<file path="src/sv/swt_pkg.sv">
`timescale 1ns / 1ps
// ----------------------------------------------------------------------------
// Sensor watch table package
// Shared types and codes of the sensor watch table.
// ----------------------------------------------------------------------------

package swt_pkg;

  // At most this many notifications are given by one tick.
  localparam int unsigned RESULT_LIMIT = 16;
  localparam int unsigned FIRE_CNT_W   = 5;

  typedef enum logic {
    MODE_SUBSCRIBE = 1'b0,
    MODE_TICK      = 1'b1
  } mode_e;

  typedef enum logic {
    KIND_STATUS = 1'b0,
    KIND_NOTIFY = 1'b1
  } kind_e;

  typedef enum logic [1:0] {
    STAT_ADDED = 2'd0,
    STAT_DUP   = 2'd1,
    STAT_FULL  = 2'd2
  } status_e;

  typedef enum logic [1:0] {
    ST_IDLE,
    ST_SCAN,
    ST_DRAIN,
    ST_DONE
  } state_e;

  // One stored watch entry.
  typedef struct packed {
    logic [7:0] subscriber;
    logic [4:0] sensor;
    logic       level;
  } entry_t;

endpackage

</file>
<file path="src/sv/sensor_watch_table_unit.sv">
`timescale 1ns / 1ps
// ----------------------------------------------------------------------------
// Sensor watch table unit
// Table of watch entries with subscribe and tick scan, results strobed out.
// ----------------------------------------------------------------------------
// After acceptance a request runs through the scan state, which reads the
// entry memory one slot at a time, the drain state, in which the last read
// returns, and the done state, which closes the request. A new request
// is accepted in the cycle after the final result is registered.
// Results leave one per cycle and the receiver cannot stall. Reset clears all
// valid marks at once; the entry memory itself is not cleared.

module sensor_watch_table_unit #(
  parameter int unsigned TABLE_DEPTH  = 16,
  parameter int unsigned SENSOR_COUNT = 32
) (
  input  logic        clk_i,
  input  logic        rst_ni,
  input  logic        start,
  output logic        busy,
  input  logic        mode_i,
  input  logic [7:0]  subscriber_i,
  input  logic [4:0]  sensor_number_i,
  input  logic        expected_level_i,
  input  logic [31:0] sensor_levels_i,
  output logic        result_valid_o,
  output logic        kind_o,
  output logic [1:0]  status_o,
  output logic [3:0]  slot_o,
  output logic [4:0]  fired_sensor_o,
  output logic        last_o
);

  // Slot index width; a single-slot table still needs one index bit.
  localparam int unsigned AW = (TABLE_DEPTH > 1) ? $clog2(TABLE_DEPTH) : 1;
  localparam logic [AW-1:0] LastSlot = AW'(TABLE_DEPTH - 1);
  // Sensors at or above SENSOR_COUNT always read level 0.
  localparam logic [31:0] SensorMask = 32'((64'd1 << SENSOR_COUNT) - 64'd1);

  // Request state and latched request fields.
  swt_pkg::state_e state_q, state_d;
  swt_pkg::mode_e  mode_q;
  swt_pkg::entry_t req_q;
  logic [31:0]     levels_q;

  // Read side of the entry memory.
  swt_pkg::entry_t mem [TABLE_DEPTH];
  logic [AW-1:0]   iss_q, iss_d;
  logic            rd_vld_q;
  logic [AW-1:0]   rd_idx_q;
  swt_pkg::entry_t rd_data_q;
  logic            mem_we;

  // Valid marks live in flip-flops so that reset frees every slot at once.
  logic [TABLE_DEPTH-1:0] valid_q, valid_d;

  // Scan bookkeeping.
  logic                          dup_found_q, dup_found_d;
  logic [AW-1:0]                 dup_slot_q, dup_slot_d;
  logic                          free_found_q, free_found_d;
  logic [AW-1:0]                 free_slot_q, free_slot_d;
  logic [swt_pkg::FIRE_CNT_W-1:0] fire_cnt_q, fire_cnt_d;

  // A notification is held back one step so that the final one can carry last.
  logic          pend_vld_q, pend_vld_d;
  logic [AW-1:0] pend_slot_q, pend_slot_d;
  logic [4:0]    pend_sensor_q, pend_sensor_d;

  // Result register.
  logic            res_vld_q, res_vld_d;
  swt_pkg::kind_e  res_kind_q, res_kind_d;
  swt_pkg::status_e res_status_q, res_status_d;
  logic [3:0]      res_slot_q, res_slot_d;
  logic [4:0]      res_sensor_q, res_sensor_d;
  logic            res_last_q, res_last_d;

  logic accept;
  logic cur_valid;
  logic sub_hit;
  logic fire;

  assign busy   = (state_q != swt_pkg::ST_IDLE);
  assign accept = start && !busy;

  // Compare stage on the entry that returned from memory this cycle.
  assign cur_valid = valid_q[rd_idx_q];
  assign sub_hit   = rd_vld_q && (mode_q == swt_pkg::MODE_SUBSCRIBE) && cur_valid &&
                     (rd_data_q == req_q);
  assign fire      = rd_vld_q && (mode_q == swt_pkg::MODE_TICK) && cur_valid &&
                     (levels_q[rd_data_q.sensor] == rd_data_q.level) &&
                     (fire_cnt_q < swt_pkg::FIRE_CNT_W'(swt_pkg::RESULT_LIMIT));

  // Next state.
  always_comb begin
    state_d = state_q;
    unique case (state_q)
      swt_pkg::ST_IDLE:  if (start) state_d = swt_pkg::ST_SCAN;
      swt_pkg::ST_SCAN:  if (iss_q == LastSlot) state_d = swt_pkg::ST_DRAIN;
      swt_pkg::ST_DRAIN: state_d = swt_pkg::ST_DONE;
      swt_pkg::ST_DONE:  state_d = swt_pkg::ST_IDLE;
      default:           state_d = swt_pkg::ST_IDLE;
    endcase
  end

  // Scan datapath and results.
  always_comb begin
    iss_d         = iss_q;
    valid_d       = valid_q;
    dup_found_d   = dup_found_q;
    dup_slot_d    = dup_slot_q;
    free_found_d  = free_found_q;
    free_slot_d   = free_slot_q;
    fire_cnt_d    = fire_cnt_q;
    pend_vld_d    = pend_vld_q;
    pend_slot_d   = pend_slot_q;
    pend_sensor_d = pend_sensor_q;
    mem_we        = 1'b0;
    res_vld_d     = 1'b0;
    res_kind_d    = swt_pkg::KIND_NOTIFY;
    res_status_d  = swt_pkg::STAT_ADDED;
    res_slot_d    = 4'd0;
    res_sensor_d  = 5'd0;
    res_last_d    = 1'b0;

    if (accept) begin
      iss_d        = '0;
      dup_found_d  = 1'b0;
      free_found_d = 1'b0;
      fire_cnt_d   = '0;
      pend_vld_d   = 1'b0;
    end

    if (state_q == swt_pkg::ST_SCAN && iss_q != LastSlot) begin
      iss_d = iss_q + AW'(1);
    end

    // Subscribe: remember the first duplicate and the lowest free slot.
    if (sub_hit && !dup_found_q) begin
      dup_found_d = 1'b1;
      dup_slot_d  = rd_idx_q;
    end
    if (rd_vld_q && mode_q == swt_pkg::MODE_SUBSCRIBE && !cur_valid && !free_found_q) begin
      free_found_d = 1'b1;
      free_slot_d  = rd_idx_q;
    end

    // Tick: a firing entry is freed and queued; the one before it goes out.
    if (fire) begin
      valid_d[rd_idx_q] = 1'b0;
      fire_cnt_d        = fire_cnt_q + swt_pkg::FIRE_CNT_W'(1);
      pend_vld_d        = 1'b1;
      pend_slot_d       = rd_idx_q;
      pend_sensor_d     = rd_data_q.sensor;
      if (pend_vld_q) begin
        res_vld_d    = 1'b1;
        res_kind_d   = swt_pkg::KIND_NOTIFY;
        res_slot_d   = 4'(pend_slot_q);
        res_sensor_d = pend_sensor_q;
      end
    end

    if (state_q == swt_pkg::ST_DONE) begin
      pend_vld_d = 1'b0;
      if (mode_q == swt_pkg::MODE_SUBSCRIBE) begin
        res_vld_d  = 1'b1;
        res_kind_d = swt_pkg::KIND_STATUS;
        res_last_d = 1'b1;
        if (dup_found_q) begin
          res_status_d = swt_pkg::STAT_DUP;
          res_slot_d   = 4'(dup_slot_q);
        end else if (free_found_q) begin
          mem_we                 = 1'b1;
          valid_d[free_slot_q]   = 1'b1;
          res_status_d           = swt_pkg::STAT_ADDED;
          res_slot_d             = 4'(free_slot_q);
        end else begin
          res_status_d = swt_pkg::STAT_FULL;
        end
      end else if (pend_vld_q) begin
        res_vld_d    = 1'b1;
        res_kind_d   = swt_pkg::KIND_NOTIFY;
        res_slot_d   = 4'(pend_slot_q);
        res_sensor_d = pend_sensor_q;
        res_last_d   = 1'b1;
      end
    end
  end

  // Entry memory: one write port used at the end of a subscribe, one
  // registered read port used during the scan. They are never active together.
  always_ff @(posedge clk_i) begin
    if (mem_we) begin
      mem[free_slot_q] <= req_q;
    end
    rd_data_q <= mem[iss_q];
  end

  always_ff @(posedge clk_i or negedge rst_ni) begin
    if (!rst_ni) begin
      state_q      <= swt_pkg::ST_IDLE;
      valid_q      <= '0;
      rd_vld_q     <= 1'b0;
      dup_found_q  <= 1'b0;
      free_found_q <= 1'b0;
      fire_cnt_q   <= '0;
      pend_vld_q   <= 1'b0;
      res_vld_q    <= 1'b0;
    end else begin
      state_q      <= state_d;
      valid_q      <= valid_d;
      rd_vld_q     <= (state_q == swt_pkg::ST_SCAN);
      dup_found_q  <= dup_found_d;
      free_found_q <= free_found_d;
      fire_cnt_q   <= fire_cnt_d;
      pend_vld_q   <= pend_vld_d;
      res_vld_q    <= res_vld_d;
    end
  end

  always_ff @(posedge clk_i) begin
    if (accept) begin
      mode_q             <= swt_pkg::mode_e'(mode_i);
      req_q.subscriber   <= subscriber_i;
      req_q.sensor       <= sensor_number_i;
      req_q.level        <= expected_level_i;
      levels_q           <= sensor_levels_i & SensorMask;
    end
    iss_q         <= iss_d;
    rd_idx_q      <= iss_q;
    dup_slot_q    <= dup_slot_d;
    free_slot_q   <= free_slot_d;
    pend_slot_q   <= pend_slot_d;
    pend_sensor_q <= pend_sensor_d;
    res_kind_q    <= res_kind_d;
    res_status_q  <= res_status_d;
    res_slot_q    <= res_slot_d;
    res_sensor_q  <= res_sensor_d;
    res_last_q    <= res_last_d;
  end

  assign result_valid_o = res_vld_q;
  assign kind_o         = res_kind_q;
  assign status_o       = res_status_q;
  assign slot_o         = res_slot_q;
  assign fired_sensor_o = res_sensor_q;
  assign last_o         = res_last_q;

  // Results only come out of work that was in progress.
  a_result_after_work: assert property (@(posedge clk_i) disable iff (!rst_ni)
    result_valid_o |-> $past(busy))
    else $error("result without a request in progress");

  // The final result of a request is shown once the block is idle again.
  a_last_idle: assert property (@(posedge clk_i) disable iff (!rst_ni)
    result_valid_o && last_o |-> !busy)
    else $error("final result while still busy");

  // A subscribe gives exactly one result, so it is always the last.
  a_status_last: assert property (@(posedge clk_i) disable iff (!rst_ni)
    result_valid_o && kind_o == swt_pkg::KIND_STATUS |-> last_o)
    else $error("status result not marked last");

  // No held-back notification survives the end of a request.
  a_no_stale_pend: assert property (@(posedge clk_i) disable iff (!rst_ni)
    state_q == swt_pkg::ST_IDLE |-> !pend_vld_q)
    else $error("pending notification left in idle");

endmodule
</file>
<file path="config.mk">
export PLATFORM = sky130hd
export DESIGN_NAME = sensor_watch_table_unit
export DESIGN_NICKNAME = d
export VERILOG_FILES = /design/src/sv/swt_pkg.sv /design/src/sv/sensor_watch_table_unit.sv
export SDC_FILE = /design/constraint.sdc
export NUM_CORES = 1
export LEC_CHECK = 0
export BUFFER_PORTS_ARGS = -buffer_cell sky130_fd_sc_hd__clkbuf_2
export CORE_AREA = 2 2 186 188
export CTS_CLUSTER_SIZE = 12
export DETAILED_ROUTE_END_ITERATION = 8
export DIE_AREA = 0 0 188 190
export HOLD_SLACK_MARGIN = 0.03
export SETUP_SLACK_MARGIN = 0.5
export SLEW_MARGIN = 5
export SYNTH_ARGS = -nofsm -noshare
export SYNTH_HDL_FRONTEND = slang
export SYNTH_SLANG_ARGS = --single-unit
</file>
<file path="constraint.sdc">
create_clock -name clk_i -period 9.09 [get_ports clk_i]
set_clock_uncertainty 0.15 [all_clocks]
set_input_delay 0.909 -clock clk_i [delete_from_list [all_inputs] [get_ports clk_i]]
set_output_delay 0.909 -clock clk_i [all_outputs]
set_load 0.05 [all_outputs]
</file>
==> results of run 1 <==
## worst paths after layout
kind | start | to | cells after the start | slack [ps]
max in group asynchronous | rst_ni | valid_q[8] | 1 | 7990
max | state_q[0] | mem[8][8] | 6 | 5800
max reg2reg | state_q[0] | mem[8][8] | 6 | 5800
min reg2reg | pend_sensor_q[4] | fired_sensor_o[4] | 2 | 320
min in group clk_i | pend_sensor_q[4] | fired_sensor_o[4] | 2 | 320
min | rst_ni | fire_cnt_q[0] | 1 | 310
## power by group through the flow
stage	Clock (mW)	Combinational [mW]	Sequential [mW]
2_1_floorplan	0	0.824	2.10
3_3_place_gp	0	1.02	2.20
3_5_place_dp	0	1.02	2.20
4_1_cts	1.56	1.03	2.17
5_1_grt	1.62	1.09	2.20
6_report	1.52	1.00	2.17
## per-stage QoR
step / hold slack (ps) / setup slack, ps / instance area (um^2) / power (mW) / util
2_1_floorplan: 196.2 / 5777 / 13370 / 2.923 / -
3_3_place_gp: 311.5 / 5861 / 14280 / 3.216 / 0.4207
3_5_place_dp: 308.8 / 5791 / 14280 / 3.226 / 0.4207
4_1_cts: 325.8 / 5764 / 15520 / 4.754 / 0.4571
5_1_grt: 356.0 / 5550 / 15520 / 4.902 / 0.4571
6_report: 305.6 / 5799 / 15520 / 4.695 / 0.4571
## cell type report
cell class,instances,share of cell area
flip-flops and latches,351,0.6503
multi-input cells,279,0.2026
clock buffers,61,0.07080
well taps,455,0.03669
repair buffers,80,0.02838
clock inverters,7,0.008790
inverters,8,0.002419
## routing by layer
layer	vias to the layer above	wire length (um)
li1	2867	-
met1	3396	12480
met2	134	13150
met3	38	946
met4	0	551
met5	-	0
## kinds of logic (layout without fill, tap and decap cells)
family          Yosys count  after routing  share of synthesized area
compound gates           49             49                    0.02677
xor+xnor                 16             16                    0.01048
simple gates            121            121                    0.04549
flops                   351            351                     0.7548
buf+inv                  37            156                    0.01376
fa+ha+maj                 7              7                   0.006552
mux                      86             86                     0.1422
## registers in the layout (all words and copies together), names as in the netlist, 2 cells and up
signal	flops
rd_data_q	14
state_q	2
pend_slot_q	4
iss_q	4
status_o	2
pend_sensor_q	5
rd_idx_q	4
valid_q	16
dup_slot_q	4
free_slot_q	4
req_q	14
levels_q	32
mem	224
fire_cnt_q	5
slot_o	4
fired_sensor_o	5
## cell usage in the layout, fill, tap and decap left out, types with 3 or more instances in the layout
master	n
and2_1	4
mux4_1	3
buf_4	16
nor2_2	12
nand3_1	5
dfxtp_1	31
edfxtp_1	292
a21oi_1	9
clkbuf_16	39
ha_1	7
inv_1	5
nor2_1	25
dfrtp_1	28
nor2b_1	6
xor2_1	12
o21ai_0	9
nor3_1	15
clkbuf_2	64
a21oi_2	9
clkbuf_1	18
a21o_1	4
nor3_2	4
nor4_1	4
o22ai_1	4
clkinv_1	3
a22oi_1	5
bufinv_16	4
nand2_1	26
clkbuf_8	4
mux4_2	79
xnor2_1	4
nand2b_1	7
==> flow_summary.yaml, run 1 <==
run_status:
  status: "completed"
drt:
  post_drt_wl_per_cell_um: 21.86
  ant_nets: 0
  drc: 0
  num_vias: 6435
  drt-total-wl_um: 27120
  drt_first_iter_violations: 540
  dr.pass1.iters: 5
  viasPerCell: 5.185
global_routing:
  grt_pass1_wl_um: 41120
  antenna_found_initial: 1
  use_met1: 0.2193
  grt_pass1_vias: 6720
  grtUsageMet3: 0.02361
  grt-busiest-layer: "met2"
  grt_max_degree: 61
  gr-total-overflow: 0
  grt_use_met2: 0.2498
  grt_usage: 0.1547
layout:
  layoutNonFillerInstCount: 1241
  antennaDiodeCount: 0
  regArea_um2: 10090
  fin_nets: 814
  syn_to_final_growth_pct: 16.07
  drive_gt1_frac: 0.3079
  multi_input_area_um2: 3144
  nFillCells: 2859
timing:
  slew_viol_final: 0
  setup_viol: 0
  worst_pin_slew_ps: 1047
  slew_headroom: 0.2981
  period_minus_slack_ps: 3291
  fin_setup_tns_ps: 0
  finalCritPeriodShare: 0.3620
  fmax_mhz: 303.9
  rsz0062_at_grt: "false"
  hold_viol: 0
die:
  start_util: 0.3938
  dieWidth_um: 188
  die_height_um: 190
  boundaryPins: 65
  dieArea_um2: 35720
  fp-row-count: 68
  core_um2: 33950
pwr:
  peakVddDrop_mv: 0.2448
  swShare: 0.2751
  switchingPower_mw: 1.292
  pwr-share-seq: 0.462
  internal_power_mw: 3.403
  p_per_area_nw_per_um2: 302.6
  pwr-share-comb: 0.214
  p_leak_nw: 5.237
  power.share.clock: 0.324
setup_path:
  crit_required_ps: 9160
  worst_setup_path_end_kind: "flip-flop"
  crit_path_start_kind: "flip-flop"
  path_buf_inv: 2
  path_max_fanout: 8
  critPathTopFamily: "simple AND/OR/NAND/NOR gates"
  slowest_stage: "or4_1"
  crit_chain: "ha_1 -> nor2b_1 -> clkinv_1 -> or4_1 -> nor3_2 -> buf_4"
  arrival_ps: 3360
  max_stage_delay_ps: 660
  crit_type: "flip-flop to flip-flop"
cts:
  ctsHoldBuffers: 0
  cts_buffers: 37
  cts.htree.levels: 2
  clk_pin_slew_ps: 60
  root_buffer: "clkbuf_16"
  cts_sinks: 351
  post-cts-setup-buffer-count: 0
  ctsResizeCount: 0
  clk_path_buf_depth: 3
  cts_tree: "done"
  insertion_delay_ps: 520
synthesis:
  syn_area_per_cell_um2: 20.04
  synth_edf_count: 292
  syn_area_um2: 13370
  synth_cell_types: 51
  syn_nets: 724
  yosys.area.top_type: "edfxtp_1"
  async_flop_share: 0.07977
  ys_warn_count: 0
  synth_common_cells: "edfxtp_1 (292), mux4_2 (79), nor2_1 (37), dfxtp_1 (31), dfrtp_1 (28)"
  netlist.area_leader.share: 0.6559
  synth.most_common_cell: "edfxtp_1"
  yosysSeqAreaShare: 0.7548
  synth-seq-cells: 351
  synth_flop_cell: "edfxtp_1"
  synth.area.top_cells: "edfxtp_1 (66%), mux4_2 (13%), dfrtp_1 (5.2%), dfxtp_1 (4.6%), nor2_1 (1.0%)"
  syn_inst: 667
placed_design:
  dp_cells: 1173
  portBuffers: 64
  finalWeightedCongestion: 0.7377
  post-dp-hpwl_um: 16660
job:
  cap_violations: 0
min_path:
  min_path_type: "primary input to asynchronous set/reset pin"
Power figures use the tool's default switching activity.
==> run 2: changes to the inputs <==
clock period = 3.2 ns   (was 9.09 ns; I/O delays follow)
==> run 2 against run 1 <==
Effect of this change:
- fmax is 26% higher
- wire length is 3.9% higher
- register-to-register slack worse by 5200 ps
- global-route usage is 0.62 points higher
- critical path depth stayed put
- first-iteration DRC count is 0.37% lower
- cell area is 4.8% higher
- power grew to 2.9 times the previous value
- die area stayed put
- largest cell class unchanged
==> flow_summary.yaml, run 2 (same netlist as run 1, synthesis figures left out) <==
drt:
  drt_first_iter_violations: 538
  dr.pass1.iters: 5
  drt-total-wl_um: 28180
  drc: 0
  post_drt_wl_per_cell_um: 21.41
  ant_nets: 0
  num_vias: 6739
  viasPerCell: 5.121
layout:
  antennaDiodeCount: 0
  drive_gt1_frac: 0.3229
  fin_nets: 891
  fin_area_um2: 16270
  final_common_cell: "edfxtp_1"
  largest_reg_flops: 224
  layout_common_cells: "edfxtp_1 (292), mux4_2 (79), clkbuf_2 (64), dlygate4sd3_1 (48), clkbuf_16 (38)"
  utilization: 0.4792
  top_register: "mem"
  syn_to_final_growth_pct: 21.70
  top_regs: "mem x224, levels_q x32, valid_q x16"
min_path:
  hold_start: "start"
  holdPathStages: 3
  min_path_type: "primary input to flip-flop"
setup_path:
  crit_required_ps: 3270
  arrival_ps: 2680
  path_buf_inv: 2
  crit_type: "flip-flop to flip-flop"
  path_max_fanout: 15
  worst_setup_path_end_kind: "flip-flop"
  critPathTopFamily: "simple AND/OR/NAND/NOR gates"
  slowest_stage: "or4b_2"
  rr_startpoint: "state_q[0]"
  r2r_cells: 6
  max_stage_delay_ps: 730
  path_depth: 6
  critPathLaunch: "state_q[0]"
  crit_chain: "ha_2 -> nor2b_2 -> clkinv_1 -> or4b_2 -> nor3_2 -> buf_6"
  crit_path_start_kind: "flip-flop"
die:
  fp-row-count: 68
  core_um2: 33950
  dieArea_um2: 35720
  dieWidth_um: 188
  boundaryPins: 65
  start_util: 0.3938
  die_height_um: 190
timing:
  fmax_mhz: 382.8
  setup_viol: 0
  rsz0062_at_grt: "true"
  finalCritPeriodShare: 0.8163
  slew_viol_final: 0
  period_minus_slack_ps: 2612
  worst_pin_slew_ps: 764.6
  fin_setup_tns_ps: 0
  slew_headroom: 0.4903
  holdWs_ps: 56.53
  hold_viol: 0
  timing.final.ws_setup_ps: 587.8
cts:
  clk_pin_slew_ps: 60
  root_buffer: "clkbuf_16"
  cts.htree.levels: 2
  cts_sinks: 351
  cts_buffers: 38
  clk_path_buf_depth: 3
  cts_tree: "done"
  insertion_delay_ps: 530
global_routing:
  grt_max_degree: 62
  grt_pass1_wl_um: 42910
  antenna_found_initial: 0
  grt_pass1_vias: 7075
  gr-total-overflow: 0
  grt_usage: 0.1608
pwr:
  p_leak_nw: 5.592
  peakVddDrop_mv: 0.7490
  p_per_area_nw_per_um2: 828.6
  swShare: 0.2810
  pwr-share-seq: 0.453
  internal_power_mw: 9.692
  pwr-share-comb: 0.234
  switchingPower_mw: 3.788
  power.share.clock: 0.313
placed_design:
  post-dp-hpwl_um: 17160
  pre_cts_ws_ps: 429.8
  finalWeightedCongestion: 0.7559
  postPlaceCellArea_um2: 14540
  portBuffers: 64
job:
  cap_violations: 0
run_status:
  status: "completed"
## run 2: cell count changes in the layout (fill, tap and decap cells not counted), sizes merged
| cell | change |
|---|---|
| dlygate4sd3 | +48 |
| buf | +28 |
| clkbuf | -7 |
| clkinv | +6 |
| inv | +1 |
| bufinv | -1 |
## run 2: timing repair
action	CTS	global route
buffers inserted	0	2
endpoints found under the setup margin	100	135
endpoints found under the hold margin	75	0
cloned	0	0
hold buffers	48	0
gates resized for setup	4	7
## run 2: metrics by stage
stage	power, mW	cells
2_1_floorplan	8.305	667
3_3_place_gp	9.278	1199
3_5_place_dp	9.307	1199
4_1_cts	13.60	1314
5_1_grt	14.07	1316
6_report	13.48	1316
## run 2: final timing paths
kind	endpoint	slack, ps
setup reg to reg	mem[0][2]	590
hold / removal	state_q[1]	60
setup / recovery	mem[0][2]	590
min in group asynchronous	result_valid_o	260
max in group asynchronous	valid_q[14]	2140
hold reg to reg	fired_sensor_o[2]	310
## run 2: per-layer routing
metal,up-vias,part of all wire,track usage
li1,3014,-,-
met1,3511,0.44,0.2140
met2,158,0.50,0.2738
met3,56,0.039,0.02343
met4,0,0.027,0.05270
met5,-,0,0
## run 2: worst min-delay path, stage by stage
cell,delay [ps]
clkbuf_2,100
o21a_1,160
o21ai_0,100
## run 2: cell type report
| cell class | count | area (um^2) |
|---|---|---|
| clock buffer | 54 | 1041 |
| clock inverter | 13 | 155.1 |
| fill | 2762 | 17680 |
| inverter | 8 | 37.54 |
| multi-input combinational | 279 | 3161 |
| sequential | 351 | 10100 |
| tap | 455 | 569.3 |
| timing repair buffer | 156 | 1209 |
## run 2: power groups by stage
| stage | sequential (mW) | clock [mW] | combinational [mW] |
|---|---|---|---|
| 2_1_floorplan | 5.96 | 0 | 2.34 |
| 5_1_grt | 6.17 | 4.47 | 3.42 |
| 3_3_place_gp | 6.18 | 0 | 3.10 |
| 3_5_place_dp | 6.18 | 0 | 3.12 |
| 6_report | 6.10 | 4.22 | 3.15 |
| 4_1_cts | 6.10 | 4.32 | 3.18 |
